--- src/hdl/qenc_pkg.sv ---
`timescale 1ns / 1ps
// Shared constants, register indexes and types of the quadrature encoder counter.
// Used by qenc_lane, qenc_merge and quad_encoder_counter_snapshot_unit.
package qenc_pkg;

    localparam int NCH             = 4;   // channel ports of the block
    localparam int NARROW_BITS     = 16;  // counter width of channels 1 and 3
    localparam int WIDE_OUT        = 32;  // delta width of channels 0 and 2
    localparam int NARROW_OUT      = 17;  // delta width of channels 1 and 3
    localparam int CFG_INDEX_BITS  = 3;
    localparam int CFG_DATA_BITS   = 32;

    localparam int CHANNELS_DEF       = 4;
    localparam int FILTER_SAMPLES_DEF = 8;
    localparam int COUNTER_BITS_DEF   = 32;

    localparam logic [CFG_INDEX_BITS-1:0] REG_MAX_CH0 = 3'd0;
    localparam logic [CFG_INDEX_BITS-1:0] REG_MAX_CH1 = 3'd1;
    localparam logic [CFG_INDEX_BITS-1:0] REG_MAX_CH2 = 3'd2;
    localparam logic [CFG_INDEX_BITS-1:0] REG_MAX_CH3 = 3'd3;
    localparam logic [CFG_INDEX_BITS-1:0] REG_INVERT  = 3'd4;

    // Per-tick control handed to every lane.
    typedef struct packed {
        logic step;   // a sample tick is taken this cycle
        logic clear;  // the tick also reports, so the counter clears afterwards
    } lane_ctl_t;

endpackage

--- src/hdl/quad_encoder_counter_snapshot_unit.sv ---
`timescale 1ns / 1ps
// Four-channel x4 quadrature encoder counter with read-and-clear report.
// Accepts one sample per cycle unless stalled; all channel lanes update in that cycle.
// A report appears in the output register in the cycle after its transaction.
// Input stalls only for a reporting transaction while an earlier report is still held.
// Reset clears counters, filters and output valid; limits reload to all ones, invert to 0.
module quad_encoder_counter_snapshot_unit
    import qenc_pkg::*;
#(
    parameter int CHANNELS       = CHANNELS_DEF,
    parameter int FILTER_SAMPLES = FILTER_SAMPLES_DEF,
    parameter int COUNTER_BITS   = COUNTER_BITS_DEF
)
(
    input  logic                          clk,
    input  logic                          rst_n,
    input  logic                          in_valid,
    output logic                          in_stall,
    input  logic                          func,
    input  logic [NCH-1:0]                phase_a_levels,
    input  logic [NCH-1:0]                phase_b_levels,
    output logic                          out_valid,
    input  logic                          out_stall,
    output logic signed [WIDE_OUT-1:0]    delta_ch0,
    output logic signed [NARROW_OUT-1:0]  delta_ch1,
    output logic signed [WIDE_OUT-1:0]    delta_ch2,
    output logic signed [NARROW_OUT-1:0]  delta_ch3,
    input  logic                          cfg_valid,
    output logic                          cfg_ready,
    input  logic [CFG_INDEX_BITS-1:0]     cfg_index,
    input  logic [CFG_DATA_BITS-1:0]      cfg_data
);

    logic [COUNTER_BITS-1:0]      max0_reg;
    logic [NARROW_BITS-1:0]       max1_reg;
    logic [COUNTER_BITS-1:0]      max2_reg;
    logic [NARROW_BITS-1:0]       max3_reg;
    logic [NCH-1:0]               invert_reg;
    logic [NCH-1:0][WIDE_OUT-1:0] max_all;
    logic [NCH-1:0][WIDE_OUT-1:0] snap;
    logic                         out_valid_reg;
    logic                         out_valid_next;
    logic                         accept;
    logic                         report;
    lane_ctl_t                    ctl;

    assign cfg_ready = 1'b1;

    always_ff @(posedge clk or negedge rst_n)
    begin
        if (!rst_n)
        begin
            max0_reg   <= '1;
            max1_reg   <= '1;
            max2_reg   <= '1;
            max3_reg   <= '1;
            invert_reg <= '0;
        end
        else if (cfg_valid && cfg_ready)
        begin
            case (cfg_index)
                REG_MAX_CH0: max0_reg   <= cfg_data[COUNTER_BITS-1:0];
                REG_MAX_CH1: max1_reg   <= cfg_data[NARROW_BITS-1:0];
                REG_MAX_CH2: max2_reg   <= cfg_data[COUNTER_BITS-1:0];
                REG_MAX_CH3: max3_reg   <= cfg_data[NARROW_BITS-1:0];
                REG_INVERT:  invert_reg <= cfg_data[NCH-1:0];
                default:     ;
            endcase
        end
    end

    assign max_all[0] = WIDE_OUT'(max0_reg);
    assign max_all[1] = WIDE_OUT'(max1_reg);
    assign max_all[2] = WIDE_OUT'(max2_reg);
    assign max_all[3] = WIDE_OUT'(max3_reg);

    // Only a reporting transaction needs the output register, so plain samples keep flowing.
    assign in_stall = out_valid_reg && out_stall && func;
    assign accept   = in_valid && !in_stall;
    assign report   = accept && func;

    assign ctl.step  = accept;
    assign ctl.clear = func;

    for (genvar ch = 0; ch < NCH; ch++)
    begin : g_lane
        localparam int W = (ch % 2 == 1) ? NARROW_BITS : COUNTER_BITS;
        if (ch < CHANNELS)
        begin : g_on
            logic [W-1:0] count;

            qenc_lane #(
                .WIDTH          (W),
                .FILTER_SAMPLES (FILTER_SAMPLES)
            ) u_lane (
                .clk       (clk),
                .rst_n     (rst_n),
                .ctl       (ctl),
                .raw_a     (phase_a_levels[ch]),
                .raw_b     (phase_b_levels[ch]),
                .max_count (max_all[ch][W-1:0]),
                .count     (count)
            );

            assign snap[ch] = WIDE_OUT'(count);
        end
        else
        begin : g_off
            assign snap[ch] = '0;
        end
    end

    qenc_merge #(
        .COUNTER_BITS (COUNTER_BITS)
    ) u_merge (
        .clk       (clk),
        .load      (report),
        .snap      (snap),
        .invert    (invert_reg),
        .delta_ch0 (delta_ch0),
        .delta_ch1 (delta_ch1),
        .delta_ch2 (delta_ch2),
        .delta_ch3 (delta_ch3)
    );

    always_comb
    begin
        out_valid_next = out_valid_reg && out_stall;
        if (report)
            out_valid_next = 1'b1;
    end

    always_ff @(posedge clk or negedge rst_n)
    begin
        if (!rst_n)
            out_valid_reg <= 1'b0;
        else
            out_valid_reg <= out_valid_next;
    end

    assign out_valid = out_valid_reg;

    // A held report is never overwritten by a new one.
    a_no_overwrite: assert property (@(posedge clk) disable iff (!rst_n)
        !(report && out_valid_reg && out_stall))
        else $error("report accepted over a held result");

    a_report_shows: assert property (@(posedge clk) disable iff (!rst_n)
        report |=> out_valid)
        else $error("accepted report did not reach the output");

    a_taken_drops: assert property (@(posedge clk) disable iff (!rst_n)
        (out_valid && !out_stall && !report) |=> !out_valid)
        else $error("taken result was repeated");

endmodule

--- src/hdl/qenc_lane.sv ---
`timescale 1ns / 1ps
// One encoder channel: two phase filters and the x4 up/down wrap counter.
// Depends on qenc_pkg for lane_ctl_t and the parameter defaults.
module qenc_lane
    import qenc_pkg::*;
#(
    parameter int WIDTH          = COUNTER_BITS_DEF,
    parameter int FILTER_SAMPLES = FILTER_SAMPLES_DEF
)
(
    input  logic             clk,
    input  logic             rst_n,
    input  lane_ctl_t        ctl,
    input  logic             raw_a,
    input  logic             raw_b,
    input  logic [WIDTH-1:0] max_count,
    output logic [WIDTH-1:0] count
);

    localparam int RUN_W = (FILTER_SAMPLES > 1) ? $clog2(FILTER_SAMPLES) : 1;
    localparam logic [RUN_W:0] FS_V = (RUN_W + 1)'(FILTER_SAMPLES);
    localparam logic [RUN_W:0] ONE_V = (RUN_W + 1)'(1);

    logic [1:0]            filt_reg;
    logic [1:0]            filt_next;
    logic [1:0][RUN_W-1:0] run_reg;
    logic [1:0][RUN_W-1:0] run_next;
    logic [WIDTH-1:0]      cnt_reg;
    logic [WIDTH-1:0]      counted;
    logic [1:0]            raw;
    logic                  chg_a;
    logic                  chg_b;
    logic                  up;

    always_comb
    begin
        raw = {raw_b, raw_a};
        for (int p = 0; p < 2; p++)
        begin
            if (raw[p] == filt_reg[p])
            begin
                run_next[p]  = '0;
                filt_next[p] = filt_reg[p];
            end
            else if (({1'b0, run_reg[p]} + ONE_V) >= FS_V)
            begin
                run_next[p]  = '0;
                filt_next[p] = raw[p];
            end
            else
            begin
                run_next[p]  = run_reg[p] + RUN_W'(1);
                filt_next[p] = filt_reg[p];
            end
        end
    end

    // An edge on one phase counts by the level of the other; a double edge counts nothing.
    always_comb
    begin
        chg_a = filt_next[0] != filt_reg[0];
        chg_b = filt_next[1] != filt_reg[1];
        up    = chg_a ? (filt_next[0] ^ filt_next[1]) : (filt_next[1] == filt_next[0]);
        counted = cnt_reg;
        if (chg_a ^ chg_b)
        begin
            if (up)
                counted = (cnt_reg == max_count) ? '0 : cnt_reg + WIDTH'(1);
            else
                counted = (cnt_reg == '0) ? max_count : cnt_reg - WIDTH'(1);
        end
    end

    assign count = counted;

    always_ff @(posedge clk or negedge rst_n)
    begin
        if (!rst_n)
        begin
            filt_reg <= '0;
            run_reg  <= '0;
            cnt_reg  <= '0;
        end
        else if (ctl.step)
        begin
            filt_reg <= filt_next;
            run_reg  <= run_next;
            cnt_reg  <= ctl.clear ? '0 : counted;
        end
    end

endmodule

--- src/hdl/qenc_merge.sv ---
`timescale 1ns / 1ps
// Merging stage: sign-extends and optionally negates every lane count into the
// registered deltas of one report. Depends on qenc_pkg for widths.
module qenc_merge
    import qenc_pkg::*;
#(
    parameter int COUNTER_BITS = COUNTER_BITS_DEF
)
(
    input  logic                           clk,
    input  logic                           load,
    input  logic [NCH-1:0][WIDE_OUT-1:0]   snap,
    input  logic [NCH-1:0]                 invert,
    output logic signed [WIDE_OUT-1:0]     delta_ch0,
    output logic signed [NARROW_OUT-1:0]   delta_ch1,
    output logic signed [WIDE_OUT-1:0]     delta_ch2,
    output logic signed [NARROW_OUT-1:0]   delta_ch3
);

    logic signed [WIDE_OUT-1:0]   w0;
    logic signed [WIDE_OUT-1:0]   w2;
    logic signed [NARROW_OUT-1:0] n1;
    logic signed [NARROW_OUT-1:0] n3;
    logic signed [WIDE_OUT-1:0]   d0_reg;
    logic signed [NARROW_OUT-1:0] d1_reg;
    logic signed [WIDE_OUT-1:0]   d2_reg;
    logic signed [NARROW_OUT-1:0] d3_reg;

    // Negation wraps at the delta width, so the most negative wide value maps to itself.
    always_comb
    begin
        w0 = WIDE_OUT'(signed'(snap[0][COUNTER_BITS-1:0]));
        w2 = WIDE_OUT'(signed'(snap[2][COUNTER_BITS-1:0]));
        n1 = NARROW_OUT'(signed'(snap[1][NARROW_BITS-1:0]));
        n3 = NARROW_OUT'(signed'(snap[3][NARROW_BITS-1:0]));
        if (invert[0])
            w0 = -w0;
        if (invert[1])
            n1 = -n1;
        if (invert[2])
            w2 = -w2;
        if (invert[3])
            n3 = -n3;
    end

    always_ff @(posedge clk)
    begin
        if (load)
        begin
            d0_reg <= w0;
            d1_reg <= n1;
            d2_reg <= w2;
            d3_reg <= n3;
        end
    end

    assign delta_ch0 = d0_reg;
    assign delta_ch1 = d1_reg;
    assign delta_ch2 = d2_reg;
    assign delta_ch3 = d3_reg;

endmodule

--- config.mk ---
export PLATFORM = sky130hd
export DESIGN_NAME = quad_encoder_counter_snapshot_unit
export DESIGN_NICKNAME = d
export VERILOG_FILES = /design/src/hdl/qenc_pkg.sv /design/src/hdl/quad_encoder_counter_snapshot_unit.sv /design/src/hdl/qenc_lane.sv /design/src/hdl/qenc_merge.sv
export SDC_FILE = /design/constraint.sdc
export NUM_CORES = 1
export LEC_CHECK = 0
export BUFFER_PORTS_ARGS = -buffer_cell sky130_fd_sc_hd__buf_2
export CAP_MARGIN = 40
export CORE_MARGIN = 2
export CORE_UTILIZATION = 65
export CTS_BUF_LIST = sky130_fd_sc_hd__clkbuf_16
export DETAILED_ROUTE_END_ITERATION = 16
export PLACE_DENSITY = 0.95
export SYNTH_ARGS = -nofsm -noshare
export SYNTH_HDL_FRONTEND = slang
export SYNTH_SLANG_ARGS = --single-unit
--- constraint.sdc ---
create_clock -name clk -period 10.1 [get_ports clk]
set_clock_uncertainty 0.1 [all_clocks]
set_input_delay 0.505 -clock clk [delete_from_list [all_inputs] [get_ports clk]]
set_output_delay 0.505 -clock clk [all_outputs]
set_load 0.005 [all_outputs]
==> metrics.yaml, run 1 <==
timing:
  drv_slew: 0
  fin_tns_setup_ns: 0
  fin_crit_ns: 5.43
  rsz0062_at_grt: "no"
  finalHoldViolCount: 0
  fin_crit_sh_pct: 53.7
  worst_pin_slew_ns: 0.938
  max_slew_margin_pct: 37.4
  setup_viol: 0
  fmax_mhz: 184
setup_path:
  end_kind: "flop"
  crit_type: "reg2reg"
  slowest_stage: "or4_1"
  critical_path_arrival_ns: 5.61
  start_kind: "flop"
  cp_max_fo: 17
  critical-path-top-delay-family: "simple AND/OR/NAND/NOR gates"
  max_stage_delay_ns: 0.84
  r2r_cells: 11
  cp.depth: 11
  r2r_slack_ns: 4.67
  cp_cell_sequence: "nor4_2 > nand4_1 > or4_1 > buf_8 > o211ai_1 > o311ai_0 > clkbuf_2 > nor4b_1 > nand4_1 > o41ai_1 > xor2_1"
  worstPathRequired_ns: 10.29
  cp_num_buf_inv: 2
  critPathMostFrequentCell: "nand4_1"
route:
  routed_via_density: 7.04
  wl_per_cell_um: 23.7
  drt_iter0_markers: 2958
  drcViolationCount: 0
  postRouteAntennaNets: 0
  drtPass1Iterations: 8
  vias: 20600
  drt-total-wl_mm: 69.4
clock_network:
  hold_buffers: 1
  cts.clk_slew.worst_paths_ns: 0.06
  clk_latency_ns: 0.58
  cts_resized: 0
  cts.sinks: 327
  numCtsBuffers: 37
  cts_tree: "yes"
  cts_buffer_depth: 3
  htree_num_levels: 2
  postCtsSetupRepairBufs: 0
  root_buffer: "clkbuf_16"
layout:
  diodes: 0
  fin_nets: 2521
  final_common_cell: "nand2_1"
  utilization_pct: 72.4
  nFillCells: 2458
  area_growth_pct: 9.43
  layout-drive-gt1-share_pct: 20.0
  layout_common_cells: "nand2_1, o21ai_0, xnor2_1"
  largest_reg_flops: 96
floorplanning:
  dieArea_um2: 35700
  num_io_pins: 150
  initial_core_util_pct: 66.2
  core-area_um2: 33600
  dieHeight_um: 189
  num_rows: 67
  fp.dieW_um: 189
yosys:
  synthesis.nets: 2501
  synth-async-reset-ratio_pct: 70.0
  synth_area_leader_cell: "dfrtp_1"
  synth_area_leaders: "dfrtp_1, edfxtp_1, dfstp_2"
  synth_cell_types: 87
  syn_area_um2: 22300
  synthesis.instances: 2430
  synth_ff_type: "dfrtp_1"
  yosysSeqAreaShare_pct: 39.5
  yosys_warnings: 0
  synth_top_area_share_pct: 15.0
  synth_edf_count: 98
  ys_ff_latch: 327
  avgSynthCellArea_um2: 9.16
power_and_ir_drop:
  p_switching_uw: 1720
  p_clk_share_pct: 29.7
  intPower_uw: 3060
  p_leak_uw: 0.00968
  seqPwrFrac_pct: 39.1
  p_sw_share_pct: 35.9
  combPwrFrac_pct: 31.2
  powerDensity_nw_per_um2: 196
  max-vdd-ir-drop_mv: 0.137
grt:
  grt_pass1_wl_mm: 109
  grt_max_degree: 101
  antenna_found_initial: 0
  grt_usage_pct: 38.6
  grt-ovfl-total: 0
  grt_pass1_vias: 19700
hold_path:
  min_path_type: "in2reg"
  hold_depth: 2
status:
  status: "completed"
place:
  hpwl_mm: 48.1
  port_buffers: 148
  gp_congestion: 1.02
job:
  drv_cap: 0
==> logic make-up after synthesis <==
family                     Yosys count  share of synthesized area (%)
buffers and inverters              256                           4.81
AOI/OAI and AO/OA                  587                           18.2
muxes                              122                           6.16
and+or+nand+nor                    840                           19.3
other                                1                         0.0169
DFF                                327                           39.5
xor gates and xnor gates           275                           10.8
adders and majority gates           22                           1.24
==> worst paths after layout <==
| path | start | endpoint |
|---|---|---|
| worst max-delay path | g_lane[0].g_on.u_lane.cnt_reg[13]$_DFFE_PN0P_ | u_merge.delta_ch0[31]$_DFFE_PP_ |
| worst min-delay path | out_stall | out_valid$_DFF_PN0_ |
| worst max register to register | g_lane[0].g_on.u_lane.cnt_reg[13]$_DFFE_PN0P_ | u_merge.delta_ch0[31]$_DFFE_PP_ |
| worst min register to register | out_valid$_DFF_PN0_ | out_valid$_DFF_PN0_ |
| max in group asynchronous | rst_n | g_lane[0].g_on.u_lane.cnt_reg[29]$_DFFE_PN0P_ |
| min in group asynchronous | rst_n | g_lane[0].g_on.u_lane.cnt_reg[16]$_DFFE_PN0P_ |
==> final cells by class <==
| cell class | instances | area [µm²] | share of cell area (%) |
|---|---|---|---|
| Inverter | 52 | 195 | 0.801 |
| Tap cell | 448 | 561 | 2.30 |
| Timing Repair Buffer | 185 | 1080 | 4.42 |
| Clock buffer | 39 | 976 | 4.01 |
| Clock inverter | 29 | 293 | 1.20 |
| Multi-Input combinational cell | 1847 | 12500 | 51.2 |
| Sequential cell | 327 | 8790 | 36.1 |
==> power groups by stage <==
stage	Sequential (µW)	Combinational, µW	Clock, µW
after global placement	1880	1380	0
after floorplan	1760	1130	0
final	1870	1490	1420
after detailed placement	1880	1440	0
after global routing	1890	1610	1480
after CTS	1860	1450	1430
==> Yosys cell counts (17+ instances only) <==
library cell and instances:
nor2_1 129, a22o_1 32, dfrtp_1 133, ha_1 22
a21o_1 17, mux2_2 108, edfxtp_1 98, clkbuf_1 153
xnor2_1 174, o22ai_1 25, or3_1 22, o21ai_0 185
nor4_1 55, o31ai_1 32, o211ai_1 30, a211oi_1 60
buf_2 27, xor2_1 101, nand2_1 248, or4_1 24
and3_1 27, nand4_1 60, o41ai_1 26, dfstp_2 96
inv_1 51, a21oi_1 50, nand3_1 93, nor3_1 88
nand2b_1 18
==> per-layer routing <==
layer / GRT usage [%] / part of all wire, % / vias to the layer above
met3: 6.67 / 10 / 288
met1: 52.5 / 39 / 9876
li1: - / - / 9042
met4: 16.3 / 4.7 / 0
met5: 0 / 0 / -
met2: 61.1 / 45 / 1395
==> through the flow <==
stage	cell area, µm²	worst slack [ns]	total power [µW]	hold slack, ns	std cells
after CTS	24300	4.87	4740	0.0441	2925
after detailed placement	23100	4.91	3310	0.382	2856
after global routing	24400	4.35	4970	0.0541	2927
after global placement	22900	4.93	3250	0.373	2846
after floorplan	22300	6.01	2900	0.109	2430
final	24400	4.67	4780	0.0590	2927
Power figures use the tool's default switching activity.
==> inputs of run 2 (changes only) <==
- CORE_UTILIZATION: 65 -> 56
- PLACE_DENSITY: 0.95 -> 0.88
- clock period: 10.1 -> 4.5 ns (I/O delays scaled with it)
==> run 2 against run 1 <==
Net effect:
- sequential cell count unchanged
- register-to-register slack got worse by 4.6 ns
- final cell count increased by 9.9%
- critical endpoint is now u_merge.delta_ch0[29]$_DFFE_PP_
- largest power group unchanged
==> metrics.yaml, run 2 (synthesis results as in run 1) <==
setup_path:
  cp-endpoint: "u_merge.delta_ch0[29]$_DFFE_PP_"
  start_kind: "flop"
  crit_type: "reg2reg"
  critPathMostFrequentCell: "buf_4"
  cp_max_fo: 15
  rr_endpoint: "u_merge.delta_ch0[29]$_DFFE_PP_"
  worstPathRequired_ns: 4.68
  crit_start: "g_lane[0].g_on.u_lane.cnt_reg[4]$_DFFE_PN0P_"
  r2r_slack_ns: 0.11
  max_stage_delay_ns: 0.54
  cp_cell_sequence: "xor2_1 > nor4_1 > nand4_1 > o211ai_1 > buf_4 > or3_1 > o211ai_1 > nor4b_1 > buf_4 > nand4_1 > buf_4 > o41ai_1 > xor2_1"
  critical_path_arrival_ns: 4.57
  end_kind: "flop"
  slowest_stage: "dfrtp_1"
  reg2reg_from: "g_lane[0].g_on.u_lane.cnt_reg[4]$_DFFE_PN0P_"
  r2r_cells: 13
clock_network:
  cts_buffer_depth: 3
  cts.clk_slew.worst_paths_ns: 0.06
  numCtsBuffers: 37
  cts_tree: "yes"
  cts.sinks: 327
  root_buffer: "clkbuf_16"
  htree_num_levels: 2
  clk_latency_ns: 0.56
timing:
  finalHoldViolCount: 0
  postLayoutSetupSlackWorst_ns: 0.107
  worst_pin_slew_ns: 0.921
  fmax_mhz: 228
  max_slew_margin_pct: 38.1
  rsz0062_at_grt: "no"
  fin_crit_sh_pct: 97.6
  drv_slew: 0
  setup_viol: 0
  fin_crit_ns: 4.39
  fin_tns_setup_ns: 0
layout:
  diodes: 0
  area_growth_pct: 17.6
  fin_nets: 2733
  final_common_cell: "nand2_1"
  largest_reg_flops: 96
  layout_common_cells: "nand2_1, buf_4, o21ai_0"
  layout-drive-gt1-share_pct: 25.2
  nFillCells: 3130
route:
  drt_iter0_markers: 2414
  postRouteAntennaNets: 0
  drtPass1Iterations: 6
  drt-total-wl_mm: 73.9
  routed_via_density: 6.60
  vias: 21200
  drcViolationCount: 0
  wl_per_cell_um: 23.0
status:
  status: "completed"
place:
  port_buffers: 148
  gp_congestion: 1.03
  hpwl_mm: 53.3
  dp_slack_ns: 0.102
grt:
  grt_max_degree: 103
  grt_pass1_vias: 20500
  antenna_found_initial: 0
  grt_usage_pct: 35.5
  grt_pass1_wl_mm: 115
  grt-ovfl-total: 0
hold_path:
  hold_depth: 3
  min_path_type: "in2reg"
floorplanning:
  dieHeight_um: 203
  initial_core_util_pct: 56.4
  num_rows: 73
  core-area_um2: 39500
  dieArea_um2: 41400
  num_io_pins: 150
  fp.dieW_um: 203
power_and_ir_drop:
  max-vdd-ir-drop_mv: 0.303
  p_leak_uw: 0.0107
  powerDensity_nw_per_um2: 419
job:
  drv_cap: 0
==> run 2: worst min path at each step <==
stage / start / to / slack [ns]
2_1_floorplan: rst_n / g_lane[0].g_on.u_lane.cnt_reg[0]$_DFFE_PN0P_ / -0.17
3_3_place_gp: rst_n / g_lane[0].g_on.u_lane.run_reg[3]$_DFFE_PN0P_ / 0.19
3_5_place_dp: rst_n / g_lane[0].g_on.u_lane.cnt_reg[14]$_DFFE_PN0P_ / 0.20
4_1_cts: func / g_lane[0].g_on.u_lane.cnt_reg[5]$_DFFE_PN0P_ / 0.06
5_1_grt: cfg_valid / max3_reg[15]$_DFFE_PN1P_ / 0.08
6_report: cfg_valid / max3_reg[15]$_DFFE_PN1P_ / 0.08
==> run 2: final cells by class <==
class / instances / area [µm²] / share of cell area (%)
Sequential cell: 327 / 8790 / 33.6
Multi-Input combinational cell: 1847 / 12500 / 47.8
Clock buffer: 40 / 1000 / 3.82
Inverter: 52 / 195 / 0.746
Timing Repair Buffer: 397 / 2780 / 10.6
Tap cell: 525 / 657 / 2.51
Clock inverter: 28 / 236 / 0.903
==> run 2: per-layer routing <==
metal | up-vias | track usage [%] | wire length, µm
met5 | - | 0 | 0
met4 | 0 | 15.1 | 2850
met3 | 198 | 7.17 | 6950
met1 | 10300 | 47.4 | 30000
met2 | 1255 | 56.3 | 34100
li1 | 9466 | - | -
==> run 2: critical path: cells and delay by family (launching register included) <==
family                 cells  cell delay, ns
AND/OR/NAND/NOR            5            1.46
flip-flops                 1            0.54
buffers and inverters      3            0.71
AO/OA/AOI/OAI              3            0.88
XOR/XNOR                   2            0.41
==> run 2: what timing repair did <==
item | in CTS | in global routing
pin swaps | 0 | 1
hold buffers | 42 | 0
endpoints found under the setup margin | 1 | 27
gates resized for setup | 1 | 9
endpoints found under the hold margin | 186 | 0
setup buffers | 0 | 2
==> run 2: where the power goes <==
group	internal [µW]	switching, µW
clock	1840	1290
combinational	1550	2180
sequential	3680	433
==> run 2: per-stage QoR <==
stage / total power, µW / instances / hold WS, ns / utilization, % / area [µm²]
global route: 11400 / 3216 / 0.0753 / 66.3 / 26200
global placement: 7570 / 3099 / 0.185 / 61.8 / 24400
floorplan: 6500 / 2430 / -0.171 / - / 22300
detailed placement: 7690 / 3103 / 0.202 / 61.9 / 24400
finish: 11000 / 3216 / 0.0845 / 66.3 / 26200
CTS: 10900 / 3213 / 0.0593 / 66.2 / 26100
